<file path="config.mk">
export PLATFORM = sky130hd
export DESIGN_NAME = mos6502_instruction_encoder
export DESIGN_NICKNAME = d
export VERILOG_FILES = /design/src/m65enc_pkg.sv /design/src/mos6502_instruction_encoder.sv
export SDC_FILE = /design/constraint.sdc
export NUM_CORES = 1
export LEC_CHECK = 0
export BUFFER_PORTS_ARGS = -buffer_cell sky130_fd_sc_hd__buf_2
export CORE_AREA = 2 2 117 119
export CTS_BUF_LIST = sky130_fd_sc_hd__clkbuf_16
export DETAILED_ROUTE_END_ITERATION = 8
export DIE_AREA = 0 0 119 121
export PLACE_DENSITY = 0.69
export SLEW_MARGIN = 20
export SYNTH_ARGS = -nofsm -noshare
export SYNTH_HDL_FRONTEND = slang
export SYNTH_SLANG_ARGS = --single-unit
</file>
<file path="constraint.sdc">
create_clock -name clk -period 4.7 [get_ports clk]
set_input_delay 0.235 -clock clk [delete_from_list [all_inputs] [get_ports clk]]
set_output_delay 0.235 -clock clk [all_outputs]
set_load 0.05 [all_outputs]
</file>
<file path="src/m65enc_pkg.sv">
`timescale 1ns / 1ps

package m65enc_pkg;

	typedef struct packed {
		logic [3:0]  kind;
		logic [7:0]  base_opcode;
		logic [5:0]  arg_flags;
		logic [15:0] operand;
		logic [15:0] location;
		logic        forward_ref;
		logic        force_absolute;
	} instr_t;

	typedef struct packed {
		logic [7:0] opcode_byte;
		logic [7:0] low_byte;
		logic [7:0] high_byte;
		logic [1:0] length;
		logic [2:0] error_code;
	} code_t;

	localparam logic [3:0] K_INHERENT = 4'd0;
	localparam logic [3:0] K_CALL     = 4'd1;
	localparam logic [3:0] K_JUMP     = 4'd2;
	localparam logic [3:0] K_BRANCH   = 4'd3;
	localparam logic [3:0] K_LOGIC    = 4'd4;
	localparam logic [3:0] K_INCDEC   = 4'd5;
	localparam logic [3:0] K_BIT      = 4'd6;
	localparam logic [3:0] K_CPXY     = 4'd7;
	localparam logic [3:0] K_STXY     = 4'd8;
	localparam logic [3:0] K_TWOOP    = 4'd9;
	localparam logic [3:0] K_LDXY     = 4'd10;

	localparam logic [5:0] F_NUM = 6'h01;
	localparam logic [5:0] F_IMM = 6'h02;
	localparam logic [5:0] F_IND = 6'h04;
	localparam logic [5:0] F_X   = 6'h08;
	localparam logic [5:0] F_Y   = 6'h10;
	localparam logic [5:0] F_ACC = 6'h20;

	localparam logic [2:0] E_NONE  = 3'd0;
	localparam logic [2:0] E_ADDR  = 3'd1;
	localparam logic [2:0] E_RANGE = 3'd2;
	localparam logic [2:0] E_VALUE = 3'd3;
	localparam logic [2:0] E_EXTRA = 3'd4;

	localparam logic [7:0] NOP_BYTE  = 8'hEA;
	localparam logic [7:0] OP_STX_ZP = 8'h86;
	localparam logic [7:0] OP_STA_IX = 8'h81;
	localparam logic [7:0] OP_LDX_IM = 8'hA2;

	localparam logic [7:0] OFS_ZP    = 8'h04;
	localparam logic [7:0] OFS_ABS   = 8'h08;
	localparam logic [7:0] OFS_IDX   = 8'h10;
	localparam logic [7:0] OFS_ABSY  = 8'h18;
	localparam logic [7:0] OFS_IND   = 8'h20;

	localparam logic [15:0] BR_MAX   = 16'h007F;
	localparam logic [15:0] BR_MIN   = 16'hFF80;
	localparam logic [15:0] BR_FAIL  = 16'hFFFE;
	localparam logic [15:0] BYTE_MAX = 16'h00FF;

endpackage

</file>
<file path="src/mos6502_instruction_encoder.sv">
// Path: a word accepted into the input register (instr_s1) moves on to the result register (code_s2),
// which drives the code channel, and is held there until the consumer takes it.
// Throughput: one word per cycle while code_ready is high. While a finished result waits for the consumer,
// one more word is taken into the input register, and then instr_ready stays low until the result is taken.
// Reset: arst_n clears both valid flags at once; the payload registers are not reset.
`timescale 1ns / 1ps

module mos6502_instruction_encoder
	import m65enc_pkg::*;
(
	input  logic   clk,
	input  logic   arst_n,
	input  logic   instr_valid,
	output logic   instr_ready,
	input  instr_t instr,
	output logic   code_valid,
	input  logic   code_ready,
	output code_t  code
);

	localparam logic [2:0] T_DONE = 3'd0;
	localparam logic [2:0] T_IMM  = 3'd1;
	localparam logic [2:0] T_INC  = 3'd2;
	localparam logic [2:0] T_IDX  = 3'd3;
	localparam logic [2:0] T_ZP   = 3'd4;

	instr_t instr_s1;
	logic   valid_s1;
	code_t  code_s2;
	logic   valid_s2;
	code_t  enc;
	logic   adv_s2;

	assign adv_s2      = !valid_s2 || code_ready;
	assign instr_ready = !valid_s1 || adv_s2;

	always_ff @(posedge clk or negedge arst_n) begin
		if (!arst_n) begin
			valid_s1 <= 1'b0;
			valid_s2 <= 1'b0;
		end else begin
			if (instr_ready) begin
				valid_s1 <= instr_valid;
			end
			if (adv_s2) begin
				valid_s2 <= valid_s1;
			end
		end
	end

	always_ff @(posedge clk) begin
		if (instr_ready && instr_valid) begin
			instr_s1 <= instr;
		end
		if (adv_s2 && valid_s1) begin
			code_s2 <= enc;
		end
	end

	always_comb begin
		logic [7:0]  op;
		logic [15:0] val;
		logic [1:0]  len;
		logic [2:0]  err;
		logic        bad;
		logic [2:0]  tail;
		logic [5:0]  fl;
		logic [5:0]  keep;
		op   = instr_s1.base_opcode;
		val  = instr_s1.operand;
		fl   = instr_s1.arg_flags;
		len  = 2'd3;
		err  = E_NONE;
		bad  = 1'b0;
		tail = T_DONE;
		keep = '0;
		unique case (instr_s1.kind)
			K_INHERENT: begin
				if (fl != 6'd0) err = E_EXTRA;
				len = 2'd1;
			end
			K_CALL: begin
				if (fl != F_NUM) bad = 1'b1;
			end
			K_JUMP: begin
				if (fl == (F_IND | F_NUM)) op = op + OFS_IND;
				else if (fl != F_NUM) bad = 1'b1;
			end
			K_BRANCH: begin
				if (fl != F_NUM) begin
					bad = 1'b1;
				end else begin
					len = 2'd2;
					val = val - instr_s1.location - 16'd2;
					if (val > BR_MAX && val < BR_MIN) begin
						err = E_RANGE;
						val = BR_FAIL;
					end
				end
			end
			K_LOGIC: begin
				if ((fl & F_ACC) != 6'd0) begin
					op  = op + OFS_ZP;
					len = 2'd1;
				end else begin
					tail = T_INC;
				end
			end
			K_INCDEC: begin
				tail = T_INC;
			end
			K_BIT: begin
				if (fl != F_NUM) bad = 1'b1;
				else tail = T_ZP;
			end
			K_CPXY: begin
				if ((fl & F_IMM) != 6'd0) begin
					tail = T_IMM;
				end else begin
					op = op + OFS_ZP;
					if (fl != F_NUM) bad = 1'b1;
					else tail = T_ZP;
				end
			end
			K_STXY: begin
				keep = (op == OP_STX_ZP) ? ~F_Y : ~F_X;
				if ((fl & keep) != F_NUM) begin
					bad = 1'b1;
				end else if ((fl & (F_X | F_Y)) != 6'd0) begin
					if (val > BYTE_MAX) begin
						err = E_VALUE;
						val = 16'd0;
					end
					op  = op + OFS_IDX;
					len = 2'd2;
				end else begin
					tail = T_ZP;
				end
			end
			K_TWOOP: begin
				if ((fl & F_NUM) == 6'd0) begin
					bad = 1'b1;
				end else if ((fl & F_IMM) != 6'd0) begin
					if (op == OP_STA_IX) begin
						bad = 1'b1;
					end else begin
						op   = op + OFS_ABS;
						tail = T_IMM;
					end
				end else if ((fl & F_IND) != 6'd0) begin
					if ((fl & F_Y) != 6'd0) op = op + OFS_IDX;
					else if ((fl & F_X) == 6'd0) bad = 1'b1;
					if (!bad) begin
						if (val > BYTE_MAX) begin
							err = E_VALUE;
							val = 16'd0;
						end
						len = 2'd2;
					end
				end else if ((fl & F_Y) != 6'd0) begin
					op = op + OFS_ABSY;
				end else begin
					op   = op + OFS_ZP;
					tail = T_IDX;
				end
			end
			K_LDXY: begin
				if ((fl & F_IMM) != 6'd0) begin
					tail = T_IMM;
				end else begin
					if (op == OP_LDX_IM && (fl & F_Y) != 6'd0) fl = fl ^ (F_X | F_Y);
					op   = op + OFS_ZP;
					tail = T_INC;
				end
			end
			default: begin
			end
		endcase

		if (!bad && tail == T_IMM) begin
			if (val > BYTE_MAX && val < BR_MIN) begin
				err = E_VALUE;
				val = 16'd0;
			end
			len = 2'd2;
		end
		if (!bad && tail == T_INC) begin
			if ((fl & ~F_X) != F_NUM) bad = 1'b1;
			else tail = T_IDX;
		end
		if (!bad && tail == T_IDX) begin
			if ((fl & F_X) != 6'd0) op = op + OFS_IDX;
			tail = T_ZP;
		end
		if (!bad && tail == T_ZP) begin
			if (!instr_s1.force_absolute && !instr_s1.forward_ref && val <= BYTE_MAX) begin
				len = 2'd2;
			end else begin
				op = op + OFS_ABS;
			end
		end

		if (bad) begin
			enc.opcode_byte = NOP_BYTE;
			enc.low_byte    = NOP_BYTE;
			enc.high_byte   = NOP_BYTE;
			enc.length      = 2'd3;
			enc.error_code  = E_ADDR;
		end else begin
			enc.opcode_byte = op;
			enc.low_byte    = val[7:0];
			enc.high_byte   = val[15:8];
			enc.length      = len;
			enc.error_code  = err;
		end
	end

	assign code_valid = valid_s2;
	assign code       = code_s2;

	a_len_nonzero: assert property (@(posedge clk) disable iff (!arst_n)
		code_valid |-> code.length != 2'd0)
		else $error("result word has zero length");

	a_bad_is_nop: assert property (@(posedge clk) disable iff (!arst_n)
		(code_valid && code.error_code == E_ADDR) |->
		(code.opcode_byte == NOP_BYTE && code.low_byte == NOP_BYTE &&
		 code.high_byte == NOP_BYTE && code.length == 2'd3))
		else $error("addressing error without NOP fill");

	a_branch_len: assert property (@(posedge clk) disable iff (!arst_n)
		(code_valid && code.error_code == E_RANGE) |->
		(code.length == 2'd2 && code.low_byte == 8'hFE && code.high_byte == 8'hFF))
		else $error("branch range error with wrong form");

	a_extra_len: assert property (@(posedge clk) disable iff (!arst_n)
		(code_valid && code.error_code == E_EXTRA) |-> code.length == 2'd1)
		else $error("extra operand error on multi-byte word");

	a_no_drop: assert property (@(posedge clk) disable iff (!arst_n)
		(valid_s1 && valid_s2 && !code_ready) |=> (valid_s1 && valid_s2))
		else $error("pipeline word lost during stall");

	a_stage_moves: assert property (@(posedge clk) disable iff (!arst_n)
		(valid_s1 && adv_s2) |=> valid_s2)
		else $error("input stage word did not reach result register");

endmodule
</file>
==> insert_results.sql, run 1 <==
INSERT INTO impl_metrics (metric_group, metric, value, unit) VALUES
('finish', 'final_layout_size_suffix_gt1_share', '18.33', '%'),
('routing', 'post-route-drc-count', '0', ''),
('grt', 'grt_most_used_layer', 'met2', ''),
('worst_hold_path', 'hold_end', 'instr_s1[2]', ''),
('routing', 'postRouteWirelength', '14350', 'um'),
('synthesis', 'synth_fa_ha_area_share', '8.973', '%'),
('clocking', 'buffer_count_from_post_cts_setup_fixing', '0', ''),
('grt', 'grt_pass1_wl', '23290', 'um'),
('synthesis', 'postSynthCellCount', '600', ''),
('timing', 'finalWorstSetupSlack', '279.1', 'ps'),
('worst_hold_path', 'min_path_cells', '1', ''),
('pwr', 'p_leak', '2.762', 'nW'),
('floorplanning', 'die_x', '119', 'um'),
('pwr', 'power.net_switching', '0.0007322', 'W'),
('pwr', 'vdd_drop_max', '171.6', 'uV'),
('clocking', 'cts_sinks', '83', ''),
('synthesis', 'netlist_top_cells_area', 'sky130_fd_sc_hd__edfxtp_1 42%, sky130_fd_sc_hd__ha_1 8.6%, sky130_fd_sc_hd__a21oi_1 4.4%', ''),
('synthesis', 'synth_seq_cells', '83', ''),
('timing', 'report.final.hold_viol_count', '0', ''),
('floorplanning', 'io_pins', '87', ''),
('finish', 'area_growth_syn_to_layout', '16.54', '%'),
('status', 'run_status', 'finished clean', ''),
('pwr', 'power.share.sequential', '39.6', '%'),
('pwr', 'internal-power', '0.001625', 'W'),
('timing', 'finalHoldWorstSlack', '56.09', 'ps'),
('routing', 'routed-via-count', '4843', ''),
('synthesis', 'post-synth-top-count-cell', 'sky130_fd_sc_hd__edfxtp_1', ''),
('pwr', 'comb_power_share', '26.3', '%'),
('pwr', 'clock_network_fraction_of_design_power', '34.1', '%'),
('timing', 'layout_worst_path_cycle_share', '94.06', '%'),
('worst_setup_path', 'worst-setup-path-type', 'register to register', ''),
('synthesis', 'largest_family_of_logic_cells_by_synthesized_area', 'compound AO/OA/AOI/OAI gates', ''),
('routing', 'antenna_violating_nets_post_route', '0', ''),
('synthesis', 'postSynth.asyncResetShare', '2.410', '%'),
('worst_setup_path', 'cpPeakStageDelay', '420', 'ps'),
('grt', 'via_count_of_the_first_global_routing_pass', '4517', ''),
('worst_hold_path', 'worstHoldStart', 'instr[2]', ''),
('synthesis', 'synth.yosys.warnings', '0', ''),
('finish', 'antenna_cells', '0', ''),
('routing', 'via_per_inst', '5.645', ''),
('synthesis', 'combined_area_of_all_synthesized_cells', '5801', 'um2'),
('pwr', 'overall_power', '0.002357', 'W'),
('floorplanning', 'core_area', '13090', 'um2'),
('clocking', 'clock_root_buffer_master', 'sky130_fd_sc_hd__clkbuf_16', ''),
('clocking', 'clkSlewWorstSetupHoldPaths', '70', 'ps'),
('timing', 'clock.fmax', '226.2', 'MHz'),
('finish', 'final_area', '6760', 'um2'),
('placed_design', 'gp_congestion', '0.9150', ''),
('routing', 'drt_first_iter_violations', '398', ''),
('floorplanning', 'initial_core_util', '44.33', '%'),
('routing', 'detail_route.first_pass.iterations', '6', ''),
('synthesis', 'post_synth.cell_area_avg', '9.668', 'um2'),
('worst_hold_path', 'hold_class', 'primary input to register', ''),
('grt', 'grt_start_max_net_pins', '53', ''),
('worst_setup_path', 'critical_path.endpoint_type', 'register', ''),
('worst_setup_path', 'worst-endpoint-required', '4790', 'ps'),
('worst_setup_path', 'critPathLaunchType', 'register', ''),
('timing', 'maxSlewViolCount', '0', ''),
('timing', 'setup_viol', '0', ''),
('synthesis', 'fraction_of_the_mapped_netlist_area_in_simple_logic_gates', '17.62', '%'),
('synthesis', 'synthXorXnorAreaFrac', '3.624', '%'),
('timing', 'finalClockSkew', '8.636', 'ps'),
('grt', 'grt_util_met2', '30.64', '%'),
('clocking', 'cts_htree_levels', '3', ''),
('placed_design', 'buffer_ports.inserted', '86', ''),
('clocking', 'tritoncts', 'yes', ''),
('grt', 'met3_usage_in_global_routing', '3.665', '%'),
('timing', 'timing.setup.tns', '0', 'ps'),
('grt', 'grt.total_usage', '20.66', '%'),
('synthesis', 'synth_largest_area_cell', 'sky130_fd_sc_hd__edfxtp_1', ''),
('placed_design', 'place_worst_setup_slack', '328.2', 'ps');
==> per-layer routing <==
| metal | vias to the layer above | wire length (um) | part of all wire (%) |
|---|---|---|---|
| met5 | - | 0 | 0 |
| met4 | 0 | 235 | 1.6 |
| met3 | 15 | 880 | 6.1 |
| met2 | 179 | 6206 | 43 |
| met1 | 2268 | 7029 | 49 |
| li1 | 2381 | - | - |
==> state kept, by name, indices dropped and copies added (netlist names) <==
signal	count
instr_s1	52
valid_s1	1
code	29
code_valid	1
==> worst max-delay path by stage <==
stage               depth (start not counted)         start  slack (ps)       to
floorplan                                  15   instr_s1[3]         860  code[1]
global placement                           15  instr_s1[19]         460  code[0]
detailed placement                         15  instr_s1[19]         330  code[0]
CTS                                        15  instr_s1[19]         300  code[0]
global route                               15  instr_s1[19]          30  code[0]
finish                                     15  instr_s1[19]         280  code[0]
==> metrics by stage <==
step / utilization, % / std cells
6_report: 51.66 / 858
3_5_place_dp: 48.77 / 841
4_1_cts: 51.45 / 858
3_3_place_gp: 48.77 / 841
5_1_grt: 51.66 / 858
2_1_floorplan: - / 600
==> critical path: cells and delay by family (launching register included) <==
kind / cells / cell delay (ps)
adder cells (fa/ha/maj): 3 / 900
AND/OR/NAND/NOR: 5 / 1310
flip-flops: 1 / 360
buffers and inverters: 2 / 90
AO/OA/AOI/OAI: 5 / 1490
==> kinds of logic (layout without fill, tap and decap cells) <==
kind of cell,count (synthesis),after routing
buf+inv,85,167
xor+xnor,24,24
simple gates,186,186
mux,8,8
compound gates,173,173
fa+ha+maj,41,41
flops,83,83
==> power groups by stage <==
stage | logic (W) | clock network (W) | registers [W]
final | 0.000619 | 0.000805 | 0.000933
after global routing | 0.000680 | 0.000854 | 0.000940
after CTS | 0.000612 | 0.000823 | 0.000933
after detailed placement | 0.000607 | 0 | 0.000948
after global placement | 0.000603 | 0 | 0.000947
after floorplan | 0.000392 | 0 | 0.00101
==> final cells by class <==
| class | count | area, um2 |
|---|---|---|
| Tap cell | 176 | 220.2 |
| Multi-Input combinational cell | 432 | 3009 |
| Fill cell | 1186 | 6325 |
| Timing Repair Buffer | 94 | 493.0 |
| Clock buffer | 9 | 225.2 |
| Clock inverter | 7 | 116.4 |
| Inverter | 57 | 214.0 |
| Sequential cell | 83 | 2482 |
==> cells in the final DEF, fill, tap and decap left out, types with 11 or more instances in the layout <==
cell type                  netlist  layout
sky130_fd_sc_hd__a21o_1         12      12
sky130_fd_sc_hd__nor3_1         23      23
sky130_fd_sc_hd__a211oi_1       14      14
sky130_fd_sc_hd__inv_1          57      57
sky130_fd_sc_hd__o21ai_0        32      32
sky130_fd_sc_hd__o21ai_1        11      11
sky130_fd_sc_hd__nand3_1        17      17
sky130_fd_sc_hd__buf_2           9      86
sky130_fd_sc_hd__edfxtp_1       81      81
sky130_fd_sc_hd__ha_1           40      40
sky130_fd_sc_hd__xnor2_1        17      17
sky130_fd_sc_hd__nand2_1        34      34
sky130_fd_sc_hd__a21oi_1        51      51
sky130_fd_sc_hd__nor2_1         33      33
sky130_fd_sc_hd__nand2b_1       14      14
==> repair_timing <==
action                                 in CTS  in global routing
resized for setup                           0                  2
hold buffers                                1                  0
endpoints found under the hold margin       2                  0
setup endpoints to repair                   0                  1
(Power assumes the default switching activity.)
==> inputs of run 2 (changes only) <==
- PLACE_DENSITY: 0.69 -> 0.71
- RECOVER_POWER: unset -> 50
- clock period: 4.7 -> 3.85 ns (I/O delays scaled with it)
==> run 2 against run 1 <==
The run now ends with max-capacitance violations, max-slew violations left. First-iteration DRC count grew 19%. Count of clock-buffer cells in the layout is the same. Clock skew grew 2.9 ps. Register-to-register slack lost 270 ps. Largest cell class unchanged.
==> insert_results.sql, run 2 (same netlist as run 1, synthesis figures left out) <==
INSERT INTO impl_metrics (metric_group, metric, value, unit) VALUES
('status', 'run_status', 'finished, violations left', ''),
('status', 'violations', 'max-capacitance violations, max-slew violations', ''),
('worst_setup_path', 'worst-endpoint-required', '3940', 'ps'),
('worst_hold_path', 'worstHoldStart', 'instr[11]', ''),
('worst_setup_path', 'critical_path.reg2reg.startpoint', 'instr_s1[19]', ''),
('routing', 'detail_route.first_pass.iterations', '5', ''),
('grt', 'grt_pass1_wl', '24330', 'um'),
('floorplanning', 'row_count', '42', ''),
('placed_design', 'place_worst_setup_slack', '-139.3', 'ps'),
('worst_setup_path', 'cp_data_arrival_time', '3930', 'ps'),
('grt', 'via_count_of_the_first_global_routing_pass', '4815', ''),
('worst_hold_path', 'min_path_cells', '1', ''),
('worst_setup_path', 'critical_path.endpoint_type', 'register', ''),
('grt', 'grt_start_max_net_pins', '30', ''),
('timing', 'setup_viol', '0', ''),
('placed_design', 'placed_cell_area', '6719', 'um2'),
('clocking', 'clkSlewWorstSetupHoldPaths', '70', 'ps'),
('finish', 'antenna_cells', '0', ''),
('finish', 'num-fill-cells', '1223', ''),
('grt', 'grt.total_usage', '21.48', '%'),
('timing', 'maxSlewViolCount', '30', ''),
('clocking', 'cts_sinks', '83', ''),
('routing', 'post_drt_wl_per_cell', '16.66', 'um'),
('pwr', 'vdd_drop_max', '242.6', 'uV'),
('worst_setup_path', 'critPathLaunchType', 'register', ''),
('worst_setup_path', 'worstRegToRegCells', '15', ''),
('clocking', 'cts_htree_levels', '3', ''),
('pwr', 'p_leak', '2.880', 'nW'),
('worst_setup_path', 'cpPeakStageDelay', '390', 'ps'),
('worst_setup_path', 'crit_family', 'compound AO/OA/AOI/OAI gates', ''),
('worst_setup_path', 'path_cells', 'inv_1 -> ha_1 -> inv_1 -> ha_2 -> fa_2 -> a21o_4 -> a221oi_4 -> nor3_2 -> or3_4 -> a211oi_4 -> nand4_2 -> a211oi_2 -> o211a_1 -> nor2b_1 -> or3_1', ''),
('clocking', 'tritoncts', 'yes', ''),
('finish', 'instances_no_fill', '907', ''),
('placed_design', 'gp_congestion', '0.9274', ''),
('worst_setup_path', 'critPathBufInv', '2', ''),
('worst_hold_path', 'hold_end', 'instr_s1[11]', ''),
('finish', 'area_growth_syn_to_layout', '21.94', '%'),
('routing', 'drt_first_iter_violations', '472', ''),
('floorplanning', 'core_area', '13090', 'um2'),
('grt', 'grt-ovfl-total', '0', ''),
('finish', 'mostFrequentLayoutCells', '81 x sky130_fd_sc_hd__edfxtp_1, 57 x sky130_fd_sc_hd__inv_1, 55 x sky130_fd_sc_hd__buf_2, 55 x sky130_fd_sc_hd__buf_4, 50 x sky130_fd_sc_hd__a21oi_1', ''),
('floorplanning', 'io_pins', '87', ''),
('timing', 'finalClockSkew', '11.52', 'ps'),
('finish', 'final_layout_size_suffix_gt1_share', '21.07', '%'),
('clocking', 'tritoncts.num_buffers', '9', ''),
('finish', 'largest_register_ff_count', '52', ''),
('run', 'max_cap_viol_count', '1', ''),
('timing', 'setup_repair_after_global_routing_missed_its_margin', 'true', ''),
('routing', 'postRouteWirelength', '15110', 'um'),
('floorplanning', 'die_x', '119', 'um'),
('finish', 'layout.nets', '823', ''),
('routing', 'via_per_inst', '5.580', ''),
('finish', 'final_common_cell', 'sky130_fd_sc_hd__edfxtp_1', ''),
('finish', 'max_flop_register', 'instr_s1', ''),
('pwr', 'power.density', '392.4', 'nW/um2'),
('placed_design', 'hpwlAfterDp', '11520', 'um'),
('routing', 'post-route-drc-count', '0', ''),
('worst_hold_path', 'hold_class', 'primary input to register', ''),
('floorplanning', 'initial_core_util', '44.33', '%'),
('clocking', 'clk-insertion-delay-late', '350', 'ps'),
('timing', 'tightestPinTransition', '1637', 'ps'),
('clocking', 'clock_root_buffer_master', 'sky130_fd_sc_hd__clkbuf_16', ''),
('worst_setup_path', 'reg2reg_setup_slack', '10', 'ps'),
('pwr', 'overall_power', '0.002775', 'W'),
('floorplanning', 'fp.dieH', '121', 'um'),
('placed_design', 'numPlacedInstances', '886', ''),
('timing', 'report.final.hold_viol_count', '0', ''),
('worst_setup_path', 'worst-setup-path-type', 'register to register', ''),
('grt', 'grt_antenna_before_repair', '0', ''),
('floorplanning', 'design.die.area', '14400', 'um2'),
('finish', 'final_area', '7073', 'um2'),
('routing', 'routed-via-count', '5061', ''),
('routing', 'antenna_violating_nets_post_route', '0', ''),
('timing', 'clock.fmax', '260.5', 'MHz'),
('timing', 'layout_worst_path_cycle_share', '99.72', '%'),
('worst_setup_path', 'critical_path.max_fanout', '4', ''),
('timing', 'finalWorstSetupSlack', '10.62', 'ps'),
('placed_design', 'buffer_ports.inserted', '86', ''),
('timing', 'worst_slew_margin_rel', '-9.102', '%'),
('timing', 'period_needed', '3839', 'ps'),
('clocking', 'number_of_buffers_between_clock_root_and_the_deepest_sink', '2', ''),
('worst_setup_path', 'worst_r2r_endpoint', 'code[0]', ''),
('worst_setup_path', 'cp_max_stage_cell', 'sky130_fd_sc_hd__or3_4', ''),
('worst_setup_path', 'crit_path_frequent_cell', 'sky130_fd_sc_hd__inv_1', ''),
('finish', 'core_occupancy_in_the_finished_layout', '54.05', '%');
## run 2: changes by cell type in the layout (fill, tap and decap cells not counted), sizes merged
| cell | delta |
|---|---|
| clkinv | +1 |
| buf | +17 |
| bufinv | -3 |
| clkbuf | +32 |
| clkinvlp | +2 |
## run 2: worst max path at each step
| stage | startpoint | cells after the start | slack, ps | endpoint |
|---|---|---|---|---|
| 3_5_place_dp | instr_s1[19] | 16 | -140 | code[25] |
| 3_3_place_gp | instr_s1[3] | 15 | -40 | code[25] |
| 4_1_cts | instr_s1[19] | 16 | -50 | code[25] |
| 5_1_grt | instr_s1[3] | 15 | -140 | code[25] |
| 6_report | instr_s1[19] | 15 | 10 | code[0] |
| 2_1_floorplan | instr_s1[3] | 15 | 10 | code[1] |
## run 2: per-stage QoR
step                hold slack (ps)  TNS, ps
detailed placement           -15.69   -771.7
CTS                          0.4083   -82.03
global placement             -23.31   -40.62
global route                  3.407   -801.6
finish                        13.06        0
floorplan                    -103.1        0
## run 2: final cells by class
cell class | instances | area [um2] | share of cell area (%)
flip-flops and latches | 83 | 2482 | 35.10
clock inverters | 7 | 45.04 | 0.6368
well taps | 176 | 220.2 | 3.113
repair buffers | 143 | 818.3 | 11.57
multi-input cells | 432 | 3068 | 43.38
clock buffers | 9 | 225.2 | 3.184
inverters | 57 | 214.0 | 3.025
## run 2: per-layer routing
metal	wire, um	vias to the layer above	track usage [%]
li1	-	2477	-
met1	7066	2348	30.54
met2	6712	212	32.72
met3	1076	24	4.182
met4	257	0	7.515
met5	0	-	0
## run 2: what timing repair did
action                     CTS  global route
setup endpoints to repair   15            17
pin swaps                   10             8
hold buffers                 1             0
setup buffers                3             3
hold endpoints to repair     2             0
gates resized for setup      6            13
## run 2: power by group
part           switching [W]  leakage, nW  internal, W
Sequential         0.0000387        0.794      0.00108
Clock               0.000358        0.126     0.000433
Combinational       0.000536         1.96     0.000327
## run 2: worst reg2reg max path: cells and delay by family (launching register included)
kind,cells,cell delay (ps)
compound gates,5,1270
simple gates,5,1070
fa+ha+maj,3,810
flops,1,340
buf+inv,2,90
